==> config.mk <==
export PLATFORM = sky130hd
export DESIGN_NAME = bdc_cell
export DESIGN_NICKNAME = d
export VERILOG_FILES = /design/src/hw/rtl/bdc_pkg.sv /design/src/hw/rtl/bdc_cell.sv
export SDC_FILE = /design/constraint.sdc
export NUM_CORES = 1
export LEC_CHECK = 0
export ABC_AREA = 1
export BUFFER_PORTS_ARGS = -buffer_cell sky130_fd_sc_hd__buf_2
export CORE_AREA = 2 2 151 153
export CTS_CLUSTER_SIZE = 8
export DETAILED_ROUTE_END_ITERATION = 6
export DIE_AREA = 0 0 153 155
export GPL_TIMING_DRIVEN = 0
export HOLD_SLACK_MARGIN = 0.06
export PLACE_DENSITY_LB_ADDON = 0.12
export SYNTH_ARGS = -nofsm -noshare
export SYNTH_HDL_FRONTEND = slang
export SYNTH_SLANG_ARGS = --single-unit
==> constraint.sdc <==
create_clock -name aclk -period 3.95 [get_ports aclk]
set_input_delay 0.79 -clock aclk [delete_from_list [all_inputs] [get_ports aclk]]
set_output_delay 0.79 -clock aclk [all_outputs]
set_load 0.005 [all_outputs]
==> src/hw/rtl/bdc_pkg.sv <==
// ----------------------------------------------------------------------------
// bdc_pkg
// Shared constants and types for the de Casteljau subdivision block.
// ----------------------------------------------------------------------------
package bdc_pkg;

    localparam int DEF_MAX_POINTS  = 16;
    localparam int DEF_COORD_WIDTH = 32;

    localparam int IN_W     = 32;
    localparam int OUT_W    = 32;
    localparam int IDX_W    = 4;
    localparam int T_W      = 17;
    localparam int T_FRAC   = 16;
    localparam int T_ONE    = 65536;
    localparam int T_HALF   = 32768;
    localparam int NUM_AXES = 3;

    typedef struct packed {
        logic load;
        logic put;
        logic shift;
    } cell_ctrl_t;

endpackage

==> src/hw/rtl/bdc_cell.sv <==
// ----------------------------------------------------------------------------
// bdc_cell
// One chain cell: holds one 3D point, loads, takes a result or shifts.
// ----------------------------------------------------------------------------
module bdc_cell import bdc_pkg::*; #(
    parameter int COORD_WIDTH = DEF_COORD_WIDTH
) (
    input  logic                          aclk,
    input  cell_ctrl_t                    ctrl,
    input  logic signed [COORD_WIDTH-1:0] load_pt [NUM_AXES],
    input  logic signed [COORD_WIDTH-1:0] next_pt [NUM_AXES],
    input  logic signed [COORD_WIDTH-1:0] res_pt  [NUM_AXES],
    output logic signed [COORD_WIDTH-1:0] pt      [NUM_AXES]
);

    logic signed [COORD_WIDTH-1:0] pt_reg [NUM_AXES];

    always_ff @(posedge aclk) begin
        for (int c = 0; c < NUM_AXES; c++) begin
            if (ctrl.load) begin
                pt_reg[c] <= load_pt[c];
            end else if (ctrl.put) begin
                pt_reg[c] <= res_pt[c];
            end else if (ctrl.shift) begin
                pt_reg[c] <= next_pt[c];
            end
        end
    end

    assign pt = pt_reg;

endmodule

==> results of run 1 <==
==> how the worst max path moves through the flow <==
| stage | from | end | slack [ps] | depth (start not counted) |
|---|---|---|---|---|
| floorplan | ctrl[1] | pt[0] | 160 | 4 |
| global placement | ctrl[2] | pt[50] | -1550 | 5 |
| detailed placement | ctrl[1] | pt[60] | 1050 | 5 |
| CTS | ctrl[1] | pt[54] | 1430 | 5 |
| global route | ctrl[1] | pt[46] | 1350 | 5 |
| finish | ctrl[1] | pt[46] | 1490 | 5 |
==> final cells by class <==
type / count / area (um2)
Tap cell: 285 / 356.6
Fill cell: 2509 / 13830
Buffer: 42 / 257.7
Inverter: 194 / 730.7
Multi-Input combinational cell: 482 / 1937
Clock inverter: 7 / 46.29
Antenna cell: 2 / 5.005
Clock buffer: 9 / 225.2
Timing Repair Buffer: 386 / 1954
Sequential cell: 96 / 2883
==> worst max-delay path, delay by kind of cell <==
kind / cells / cell delay (ps)
AND/OR/NAND/NOR: 2 / 680
buffers and inverters: 3 / 940
==> power groups by stage <==
stage / logic (mW) / clock network, mW / registers (mW)
3_3_place_gp: 0.595 / 0 / 1.31
2_1_floorplan: 0.228 / 0 / 1.33
4_1_cts: 0.596 / 0.888 / 1.29
3_5_place_dp: 0.594 / 0 / 1.31
6_report: 0.581 / 0.860 / 1.28
5_1_grt: 0.661 / 0.916 / 1.30
==> cell families (layout without fill, tap and decap cells) <==
kind of cell	Yosys count	in the layout	synth area share, %
buffers and inverters	236	638	17.04
flip-flops	96	96	49.70
other	0	2	0
AND/OR/NAND/NOR	482	482	33.26
==> cell usage in the layout (no fill, tap or decap), types with 2 or more instances in the layout <==
cell type	count
clkbuf_16	9
inv_6	2
buf_4	7
nand2_1	384
buf_2	408
edfxtp_1	96
inv_1	192
buf_6	6
diode_2	2
clkinv_1	2
nand3_1	96
clkbuf_1	6
==> synthesized netlist by cell type, drive strengths merged <==
cell	number
nand2	385
inv	194
edfxtp	96
nand3	96
buf	36
clkbuf	6
nor2	1
==> metal layers <==
| metal | vias up | GRT usage [%] | share of wire [%] |
|---|---|---|---|
| met5 | - | 0 | 0.11 |
| met4 | 4 | 5.644 | 1.9 |
| met3 | 26 | 5.460 | 8.8 |
| met2 | 274 | 31.16 | 48 |
| met1 | 2720 | 20.48 | 41 |
| li1 | 3206 | - | - |
==> through the flow <==
step           cells  cell area [um2]  hold slack (ps)
3_3_place_gp    1484             8084             1061
5_1_grt         1502             8393            693.6
3_5_place_dp    1485             8119             1063
4_1_cts         1501             8391            683.9
6_report        1503             8396            697.7
2_1_floorplan    814             5801            971.7
==> tab_implementation.tex, run 1 <==
\begin{tabular}{lr}
\hline
Metric & Value \\
\hline
\multicolumn{2}{l}{\textbf{Clock tree}} \\
\quad Number of CTS-inserted buffers & 9 \\
\quad Clock-pin slew on the worst setup and hold paths & 80 ps \\
\quad CTS sink count & 96 \\
\quad H-tree level count & 3 \\
\quad CTS Hold Bufs & 0 \\
\quad Clock tree from TritonCTS & yes \\
\quad Post-CTS Setup Bufs & 0 \\
\quad Root cell of the clock tree & clkbuf\_16 \\
\quad PostCTS Resize Cnt & 0 \\
\quad Buffer depth of the longest clock path & 2 \\
\multicolumn{2}{l}{\textbf{Logic synthesis}} \\
\quad Gate count of the mapped netlist & 814 \\
\quad Area of the mapped netlist & 5801 um2 \\
\quad Number of synthesized register bits & 96 \\
\quad Share of the synthesized area in the top cell type & 49.70\% \\
\quad Cell type with the largest total area after synthesis & edfxtp\_1 \\
\quad Post-Syn Nets & 1106 \\
\quad Proportion of synthesized chip area in sequential cells & 49.70\% \\
\quad Synth unique cells & 11 \\
\quad Count of warnings emitted by yosys & 0 \\
\quad Avg Synthesized Cell Area & 7.126 um2 \\
\quad Cell types with the largest area share after synthesis & edfxtp\_1 (50\%), nand2\_1 (25\%), inv\_1 (12\%) \\
\multicolumn{2}{l}{\textbf{Timing}} \\
\quad Final setup violation count & 0 \\
\quad Worst slew margin relative to its limit & 53.86\% \\
\quad Fmax & 406.4 MHz \\
\quad Setup slack of the critical path after layout & 1489 ps \\
\quad Final critical path time including I/O delays and setup & 2461 ps \\
\quad Final slew viol count & 0 \\
\quad Portion of the clock cycle consumed by the worst path in the final layout & 62.30\% \\
\quad Unrepaired setup endpoints after global routing & false \\
\quad Fin Setup TNS & 0 ps \\
\quad Actual transition at the worst max-transition pin & 692.2 ps \\
\quad Number of hold violations in the final report & 0 \\
\multicolumn{2}{l}{\textbf{GRT}} \\
\quad Total Routing Usage GR & 17.64\% \\
\quad Number of global-route vias before repair & 5953 \\
\quad Maximum number of pins on one net before global-route repair & 52 \\
\quad Global route overflow & 0 \\
\quad Number of antenna violations at the first check in global routing & 4 \\
\quad Wire length of the first global-routing pass & 32330 um \\
\multicolumn{2}{l}{\textbf{Detailed routing}} \\
\quad Detail Route Antenna Nets & 0 \\
\quad Pre-Repair DR Iteration Count & 6 \\
\quad Total via count in the routed design & 6230 \\
\quad Wirelength per Cell & 14.38 um \\
\quad Iter 0 DRT Violations & 315 \\
\quad Final routed DRC violation total & 0 \\
\quad Post-Route WL & 21610 um \\
\quad DR vias/cell & 4.145 \\
\multicolumn{2}{l}{\textbf{Floorplanning}} \\
\quad Die Outline Area & 23720 um2 \\
\quad Row cnt & 55 \\
\quad Horizontal die dimension & 153 um \\
\quad Die Y & 155 um \\
\quad Initial cell density of the core & 26.10\% \\
\quad Number of ports placed on the die boundary & 388 \\
\quad Core Area & 22230 um2 \\
\multicolumn{2}{l}{\textbf{Place}} \\
\quad GP Congestion & 0.8440 \\
\quad Post-placement worst setup slack & 1053 ps \\
\quad IO buf count & 385 \\
\quad Post-DP HPWL & 16810 um \\
\multicolumn{2}{l}{\textbf{Power and ir drop}} \\
\quad Power per Cell Area & 324.7 nW/um2 \\
\quad Maximum vdd ir drop & 0.1593 mV \\
\quad Leakage power & 5.125 nW \\
\quad Net load switching power & 0.7663 mW \\
\quad Reg power frac & 47.1\% \\
\quad Total power & 2.726 mW \\
\quad Switching share of power & 28.11\% \\
\quad Power share of the combinational group & 21.3\% \\
\quad Cell Int Power & 1.960 mW \\
\quad Clock network fraction of design power & 31.6\% \\
\multicolumn{2}{l}{\textbf{Critical path}} \\
\quad Arrival time at the worst endpoint & 2480 ps \\
\quad Data required time at the worst endpoint & 3970 ps \\
\quad Max Fanout on Critical Path & 51 \\
\quad Critical path endpoint category & flip-flop \\
\quad Slowest library cell on the worst path & nand2\_4 \\
\quad CP startpoint kind & input pin \\
\quad CP cell instances & buf\_4 > clkbuf\_1 > nor2\_1 > nand2\_4 > buf\_16 \\
\quad Crit path largest cell delay & 520 ps \\
\quad Critical path start-end classification & input pin to flip-flop \\
\multicolumn{2}{l}{\textbf{Job}} \\
\quad \# Max-Cap Violations & 0 \\
\multicolumn{2}{l}{\textbf{Finish}} \\
\quad Layout Area Growth over Synthesis & 44.74\% \\
\quad Max reg flops & 96 \\
\quad Utilization after layout & 37.77\% \\
\quad Layout cells sized above 1 & 36.10\% \\
\quad Number of nets at the end of the flow & 1503 \\
\multicolumn{2}{l}{\textbf{Worst hold path}} \\
\quad Sink of the worst hold path & pt[71] \\
\quad Beginning of the worst hold path & load\_pt[71] \\
\quad Number of stages on the worst hold path & 3 \\
\quad Min-Delay Path Class & input pin to flip-flop \\
\multicolumn{2}{l}{\textbf{Status}} \\
\quad Run status & finished clean \\
\hline
\end{tabular}
No activity file was read; power rests on OpenSTA's default activity.
==> run 2, diff against run 1 <==
clock period = 2.32 ns   (was 3.95 ns; I/O delays follow)
==> run 2 against run 1 <==
- largest cell class unchanged
- routed wire length decreased by 1.3%
- design area increased by 0.69%
- critical endpoint is now pt[36]
- clock power increased by 110%
==> tab_implementation.tex, run 2 (synthesized netlist as in run 1, its figures left out) <==
\begin{tabular}{lr}
\hline
Metric & Value \\
\hline
\multicolumn{2}{l}{\textbf{Finish}} \\
\quad Layout cells sized above 1 & 36.06\% \\
\quad Most used cells in the layout excluding fill and tap cells & buf\_2 (408), nand2\_1 (384), inv\_1 (192) \\
\quad Max reg flops & 96 \\
\quad Number of nets at the end of the flow & 1502 \\
\quad Most common cell after layout, fill and taps aside & buf\_2 \\
\quad Layout Area Growth over Synthesis & 45.73\% \\
\quad Post-Layout Inst Area & 8453 um2 \\
\multicolumn{2}{l}{\textbf{Critical path}} \\
\quad Slowest library cell on the worst path & nand2\_8 \\
\quad Max Fanout on Critical Path & 96 \\
\quad Crit path largest cell delay & 590 ps \\
\quad Worst path top cell family by delay & simple AND/OR/NAND/NOR gates \\
\quad CP startpoint kind & input pin \\
\quad Critical path start-end classification & input pin to flip-flop \\
\quad Arrival time at the worst endpoint & 1910 ps \\
\quad Data required time at the worst endpoint & 2290 ps \\
\quad Critical path endpoint category & flip-flop \\
\quad Buffers \& Inverters on Critical Path & 2 \\
\quad CP cell instances & buf\_4 > clkbuf\_1 > nor2\_1 > nand2\_8 \\
\multicolumn{2}{l}{\textbf{Timing}} \\
\quad Worst slew margin relative to its limit & 47.96\% \\
\quad Actual transition at the worst max-transition pin & 780.6 ps \\
\quad Final slew viol count & 0 \\
\quad Fmax & 513.4 MHz \\
\quad Fin Setup TNS & 0 ps \\
\quad Portion of the clock cycle consumed by the worst path in the final layout & 83.96\% \\
\quad Hold\_ws & 384.2 ps \\
\quad Final setup violation count & 0 \\
\quad Unrepaired setup endpoints after global routing & false \\
\quad Final critical path time including I/O delays and setup & 1948 ps \\
\quad Number of hold violations in the final report & 0 \\
\multicolumn{2}{l}{\textbf{Clock tree}} \\
\quad Post-CTS Setup Bufs & 0 \\
\quad Root cell of the clock tree & clkbuf\_16 \\
\quad H-tree level count & 3 \\
\quad Number of CTS-inserted buffers & 9 \\
\quad Clock tree from TritonCTS & yes \\
\quad Clock-pin slew on the worst setup and hold paths & 70 ps \\
\quad PostCTS Resize Cnt & 1 \\
\quad CTS sink count & 96 \\
\quad CTS Hold Bufs & 0 \\
\quad Buffer depth of the longest clock path & 2 \\
\multicolumn{2}{l}{\textbf{Detailed routing}} \\
\quad Detail Route Antenna Nets & 0 \\
\quad Iter 0 DRT Violations & 269 \\
\quad Final routed DRC violation total & 0 \\
\quad Post-Route WL & 21340 um \\
\quad Wirelength per Cell & 14.22 um \\
\quad Pre-Repair DR Iteration Count & 4 \\
\quad Total via count in the routed design & 6124 \\
\quad DR vias/cell & 4.083 \\
\multicolumn{2}{l}{\textbf{Place}} \\
\quad Post-Place Cell Area & 8092 um2 \\
\quad GP Congestion & 0.8293 \\
\quad Post-DP HPWL & 16460 um \\
\quad IO buf count & 385 \\
\multicolumn{2}{l}{\textbf{Floorplanning}} \\
\quad Initial cell density of the core & 26.10\% \\
\quad Core Area & 22230 um2 \\
\quad Die Outline Area & 23720 um2 \\
\quad Row cnt & 55 \\
\quad Number of ports placed on the die boundary & 388 \\
\quad Die Y & 155 um \\
\quad Horizontal die dimension & 153 um \\
\multicolumn{2}{l}{\textbf{GRT}} \\
\quad Number of global-route vias before repair & 5886 \\
\quad Maximum number of pins on one net before global-route repair & 97 \\
\quad Number of antenna violations at the first check in global routing & 5 \\
\quad Wire length of the first global-routing pass & 31930 um \\
\quad Total Routing Usage GR & 17.40\% \\
\quad Global route overflow & 0 \\
\multicolumn{2}{l}{\textbf{Worst hold path}} \\
\quad Min-Delay Path Class & input pin to flip-flop \\
\multicolumn{2}{l}{\textbf{Power and ir drop}} \\
\quad Leakage power & 5.143 nW \\
\quad Power per Cell Area & 588.8 nW/um2 \\
\quad Maximum vdd ir drop & 0.3766 mV \\
\multicolumn{2}{l}{\textbf{Status}} \\
\quad Run status & finished clean \\
\multicolumn{2}{l}{\textbf{Job}} \\
\quad \# Max-Cap Violations & 0 \\
\hline
\end{tabular}
run 2: cell count changes in the layout (fill, tap and decap cells not counted):
cell / delta
nand2_4: -1
diode_2: +1
clkinv_2: -1
clkinv_1: -2
nand2_8: +1
clkinvlp_4: -1
inv_6: -2
buf_16: -1
bufinv_16: +4
clkinv_4: -1
run 2: path summary, 6_finish.rpt:
| path | start | end | slack, ps | cells past startpoint |
|---|---|---|---|---|
| hold / removal | load_pt[20] | pt[20] | 380 | 3 |
| setup / recovery | ctrl[1] | pt[36] | 370 | 4 |
run 2: area by class of cell:
type	count	area, um2
clock buffer	9	225.2
inverter	194	730.7
multi-input combinational	482	1946
timing repair buffer	385	1927
tap	285	356.6
clock inverter	4	120.1
buffer	42	257.7
antenna	3	7.507
fill	2479	13770
sequential	96	2883
run 2: report_power, final:
part | internal, mW | switching [mW]
Sequential | 2.14 | 0.0465
Clock | 1.15 | 0.654
Combinational | 0.465 | 0.525
Total | 3.75 | 1.23
run 2: routing by layer:
metal | up-vias | part of all wire (%) | track usage (%)
met4 | 4 | 2.3 | 6.173
met5 | - | 0.11 | 0
li1 | 3198 | - | -
met1 | 2605 | 39 | 20.13
met2 | 288 | 49 | 30.49
met3 | 29 | 9.1 | 5.432
run 2: metrics by stage:
step | power [mW] | utilization, % | worst slack (ps) | cells
after floorplan | 2.648 | - | 272.2 | 814
after global placement | 3.238 | 36.40 | -442.7 | 1484
after detailed placement | 3.235 | 36.40 | -438.8 | 1484
after CTS | 5.063 | 38.00 | 327.7 | 1497
after global routing | 5.241 | 38.03 | 233.2 | 1500
final | 4.978 | 38.03 | 372.2 | 1500
==> run 3, diff against run 2 <==
ABC_AREA = 0   (was 1)
CORE_AREA = 2 2 152 154   (was 2 2 151 153)
DIE_AREA = 0 0 154 156   (was 0 0 153 155)
clock period = 1.9 ns   (was 2.32 ns; I/O delays follow)
==> run 3 against run 2 <==
- clock power fell by 6%
- power rose by 9.0%
- global-route usage fell by 2.6 points
- critical path depth fell by 1
- critical path type unchanged
- critical endpoint is now pt[8]
- largest cell class unchanged
- largest power group unchanged
==> tab_implementation.tex, run 3 <==
\begin{tabular}{lr}
\hline
Metric & Value \\
\hline
\multicolumn{2}{l}{\textbf{Status}} \\
\quad Run status & finished clean \\
\multicolumn{2}{l}{\textbf{Logic synthesis}} \\
\quad EDFF count, synth & 96 \\
\quad Proportion of synthesized chip area in sequential cells & 58.81\% \\
\quad Synth unique cells & 11 \\
\quad Area of the mapped netlist & 4902 um2 \\
\quad Count of warnings emitted by yosys & 0 \\
\quad Gate count of the mapped netlist & 417 \\
\quad Share of the synthesized area in the top cell type & 58.81\% \\
\quad Cell types with the largest area share after synthesis & edfxtp\_1 (59\%), mux2i\_1 (20\%), nand2\_1 (7.4\%) \\
\quad Number of synthesized register bits & 96 \\
\quad Synth Flop Type & edfxtp\_1 \\
\quad Cell type with the largest total area after synthesis & edfxtp\_1 \\
\quad Ranking of synthesized cells by instance count & edfxtp\_1 (96), mux2i\_1 (96), nand2\_1 (96), o21ai\_0 (66), o21ai\_1 (30) \\
\quad Post-Syn Nets & 709 \\
\quad Post-synthesis async set-or-reset flop share & 0\% \\
\quad Avg Synthesized Cell Area & 11.76 um2 \\
\multicolumn{2}{l}{\textbf{Critical path}} \\
\quad Max Fanout on Critical Path & 48 \\
\quad Critical path endpoint category & flip-flop \\
\quad CP cell instances & buf\_4 > buf\_8 > or3\_2 \\
\quad Data required time at the worst endpoint & 1820 ps \\
\quad Crit path largest cell delay & 920 ps \\
\quad Slowest library cell on the worst path & or3\_2 \\
\quad Arrival time at the worst endpoint & 1670 ps \\
\quad CP startpoint kind & input pin \\
\quad Critical path start-end classification & input pin to flip-flop \\
\multicolumn{2}{l}{\textbf{Timing}} \\
\quad Portion of the clock cycle consumed by the worst path in the final layout & 92.24\% \\
\quad Worst slew margin relative to its limit & 20.41\% \\
\quad Fin Setup TNS & 0 ps \\
\quad Final slew viol count & 0 \\
\quad Final critical path time including I/O delays and setup & 1752 ps \\
\quad Final setup violation count & 0 \\
\quad Actual transition at the worst max-transition pin & 1194 ps \\
\quad Number of hold violations in the final report & 0 \\
\quad Unrepaired setup endpoints after global routing & false \\
\quad Hold\_ws & 308.9 ps \\
\quad Fmax & 570.6 MHz \\
\multicolumn{2}{l}{\textbf{Clock tree}} \\
\quad Clock-pin slew on the worst setup and hold paths & 70 ps \\
\quad Buffer depth of the longest clock path & 2 \\
\quad Post-CTS Setup Bufs & 0 \\
\quad CTS sink count & 96 \\
\quad CTS Hold Bufs & 0 \\
\quad H-tree level count & 3 \\
\quad Root cell of the clock tree & clkbuf\_16 \\
\quad Clock tree from TritonCTS & yes \\
\quad PostCTS Resize Cnt & 0 \\
\quad Number of CTS-inserted buffers & 9 \\
\multicolumn{2}{l}{\textbf{Power and ir drop}} \\
\quad Cell Int Power & 4.038 mW \\
\quad Power share of the combinational group & 19.6\% \\
\quad Net load switching power & 1.388 mW \\
\quad Power per Cell Area & 726.7 nW/um2 \\
\quad Reg power frac & 49.1\% \\
\quad Switching share of power & 25.58\% \\
\quad Maximum vdd ir drop & 0.2766 mV \\
\quad Clock network fraction of design power & 31.3\% \\
\quad Leakage power & 3.684 nW \\
\multicolumn{2}{l}{\textbf{Finish}} \\
\quad Final instance count without filler cells & 1105 \\
\quad Number of nets at the end of the flow & 1106 \\
\quad Layout cells sized above 1 & 50.67\% \\
\quad Most used cells in the layout excluding fill and tap cells & buf\_2 (389), mux2i\_1 (96), nand2\_1 (96), edfxtp\_1 (96), o21ai\_0 (66) \\
\quad Most common cell after layout, fill and taps aside & buf\_2 \\
\quad Post-Layout Inst Area & 7466 um2 \\
\quad Layout Area Growth over Synthesis & 52.30\% \\
\quad Max reg flops & 96 \\
\quad Filler Cell Count & 2357 \\
\multicolumn{2}{l}{\textbf{Floorplanning}} \\
\quad Die Outline Area & 24020 um2 \\
\quad Horizontal die dimension & 154 um \\
\quad Core Area & 22370 um2 \\
\quad Initial cell density of the core & 21.92\% \\
\quad Die Y & 156 um \\
\quad Number of ports placed on the die boundary & 388 \\
\quad Row cnt & 55 \\
\multicolumn{2}{l}{\textbf{Place}} \\
\quad Post-DP HPWL & 14580 um \\
\quad IO buf count & 385 \\
\quad GP Congestion & 0.7582 \\
\quad DP Cell Count & 1087 \\
\quad Post-Place Cell Area & 7191 um2 \\
\multicolumn{2}{l}{\textbf{Detailed routing}} \\
\quad Final routed DRC violation total & 0 \\
\quad Detail Route Antenna Nets & 0 \\
\quad Iter 0 DRT Violations & 175 \\
\quad Post-Route WL & 18570 um \\
\quad Pre-Repair DR Iteration Count & 4 \\
\quad DR vias/cell & 4.199 \\
\quad Wirelength per Cell & 16.80 um \\
\quad Total via count in the routed design & 4640 \\
\multicolumn{2}{l}{\textbf{Worst hold path}} \\
\quad Min-Delay Path Class & input pin to flip-flop \\
\quad Number of stages on the worst hold path & 3 \\
\multicolumn{2}{l}{\textbf{Job}} \\
\quad \# Max-Cap Violations & 0 \\
\multicolumn{2}{l}{\textbf{GRT}} \\
\quad Global route overflow & 0 \\
\quad Wire length of the first global-routing pass & 26720 um \\
\quad Total Routing Usage GR & 14.84\% \\
\quad Number of global-route vias before repair & 4598 \\
\quad Number of antenna violations at the first check in global routing & 2 \\
\quad Maximum number of pins on one net before global-route repair & 49 \\
\hline
\end{tabular}
==> run 3: changes by cell type after synthesis, sizes merged <==
cell	change
nor2	-1
nand2	-289
mux2i	+96
buf	-21
nand3	-96
clkbuf	+11
or3	+1
o21ai	+96
inv	-194
==> run 3: kinds of logic after synthesis <==
family	share of synthesized area, %
flip-flops	58.81
buffers and inverters	4.313
multiplexers	19.60
AND/OR/NAND/NOR	7.478
AO/OA/AOI/OAI	9.801
==> run 3: path summary, 6_finish.rpt <==
| path | startpoint | to | slack (ps) |
|---|---|---|---|
| setup / recovery | ctrl[1] | pt[8] | 150 |
| hold / removal | load_pt[19] | pt[19] | 310 |
==> run 3: routing by layer <==
layer	track usage [%]	routed length, um	vias to the layer above
li1	-	-	2318
met1	16.62	7159	2076
met2	26.76	9479	224
met3	4.167	1535	20
met4	5.696	376	2
met5	0	17	-
==> run 3: critical path: cells and delay by family <==
family	cells	cell delay [ps]
and+or+nand+nor	1	920
buffers and inverters	2	330
==> run 3: power groups by stage <==
stage               sequential (mW)  clock [mW]  combinational, mW
finish                         2.66        1.70               1.06
global route                   2.69        1.84               1.18
floorplan                      2.75           0              0.362
global placement               2.70           0               1.10
CTS                            2.67        1.79               1.09
detailed placement             2.71           0               1.09
==> run 3: layout make-up <==
| class | instances | area [um2] | share of cell area [%] |
|---|---|---|---|
| antenna | 1 | 2.502 | 0.03352 |
| sequential | 96 | 2883 | 38.61 |
| buffer | 32 | 211.5 | 2.832 |
| clock inverter | 6 | 36.28 | 0.4860 |
| timing repair buffer | 385 | 1927 | 25.81 |
| clock buffer | 10 | 229.0 | 3.067 |
| tap | 285 | 356.6 | 4.776 |
| multi-input combinational | 290 | 1821 | 24.38 |
==> run 3: through the flow <==
step / power [mW] / util [%] / setup slack (ps)
global placement: 3.803 / 32.15 / -455.3
floorplan: 3.116 / - / 89.41
global route: 5.709 / 33.38 / 35.03
detailed placement: 3.802 / 32.15 / -460.2
finish: 5.425 / 33.38 / 147.5
CTS: 5.547 / 33.37 / 99.51
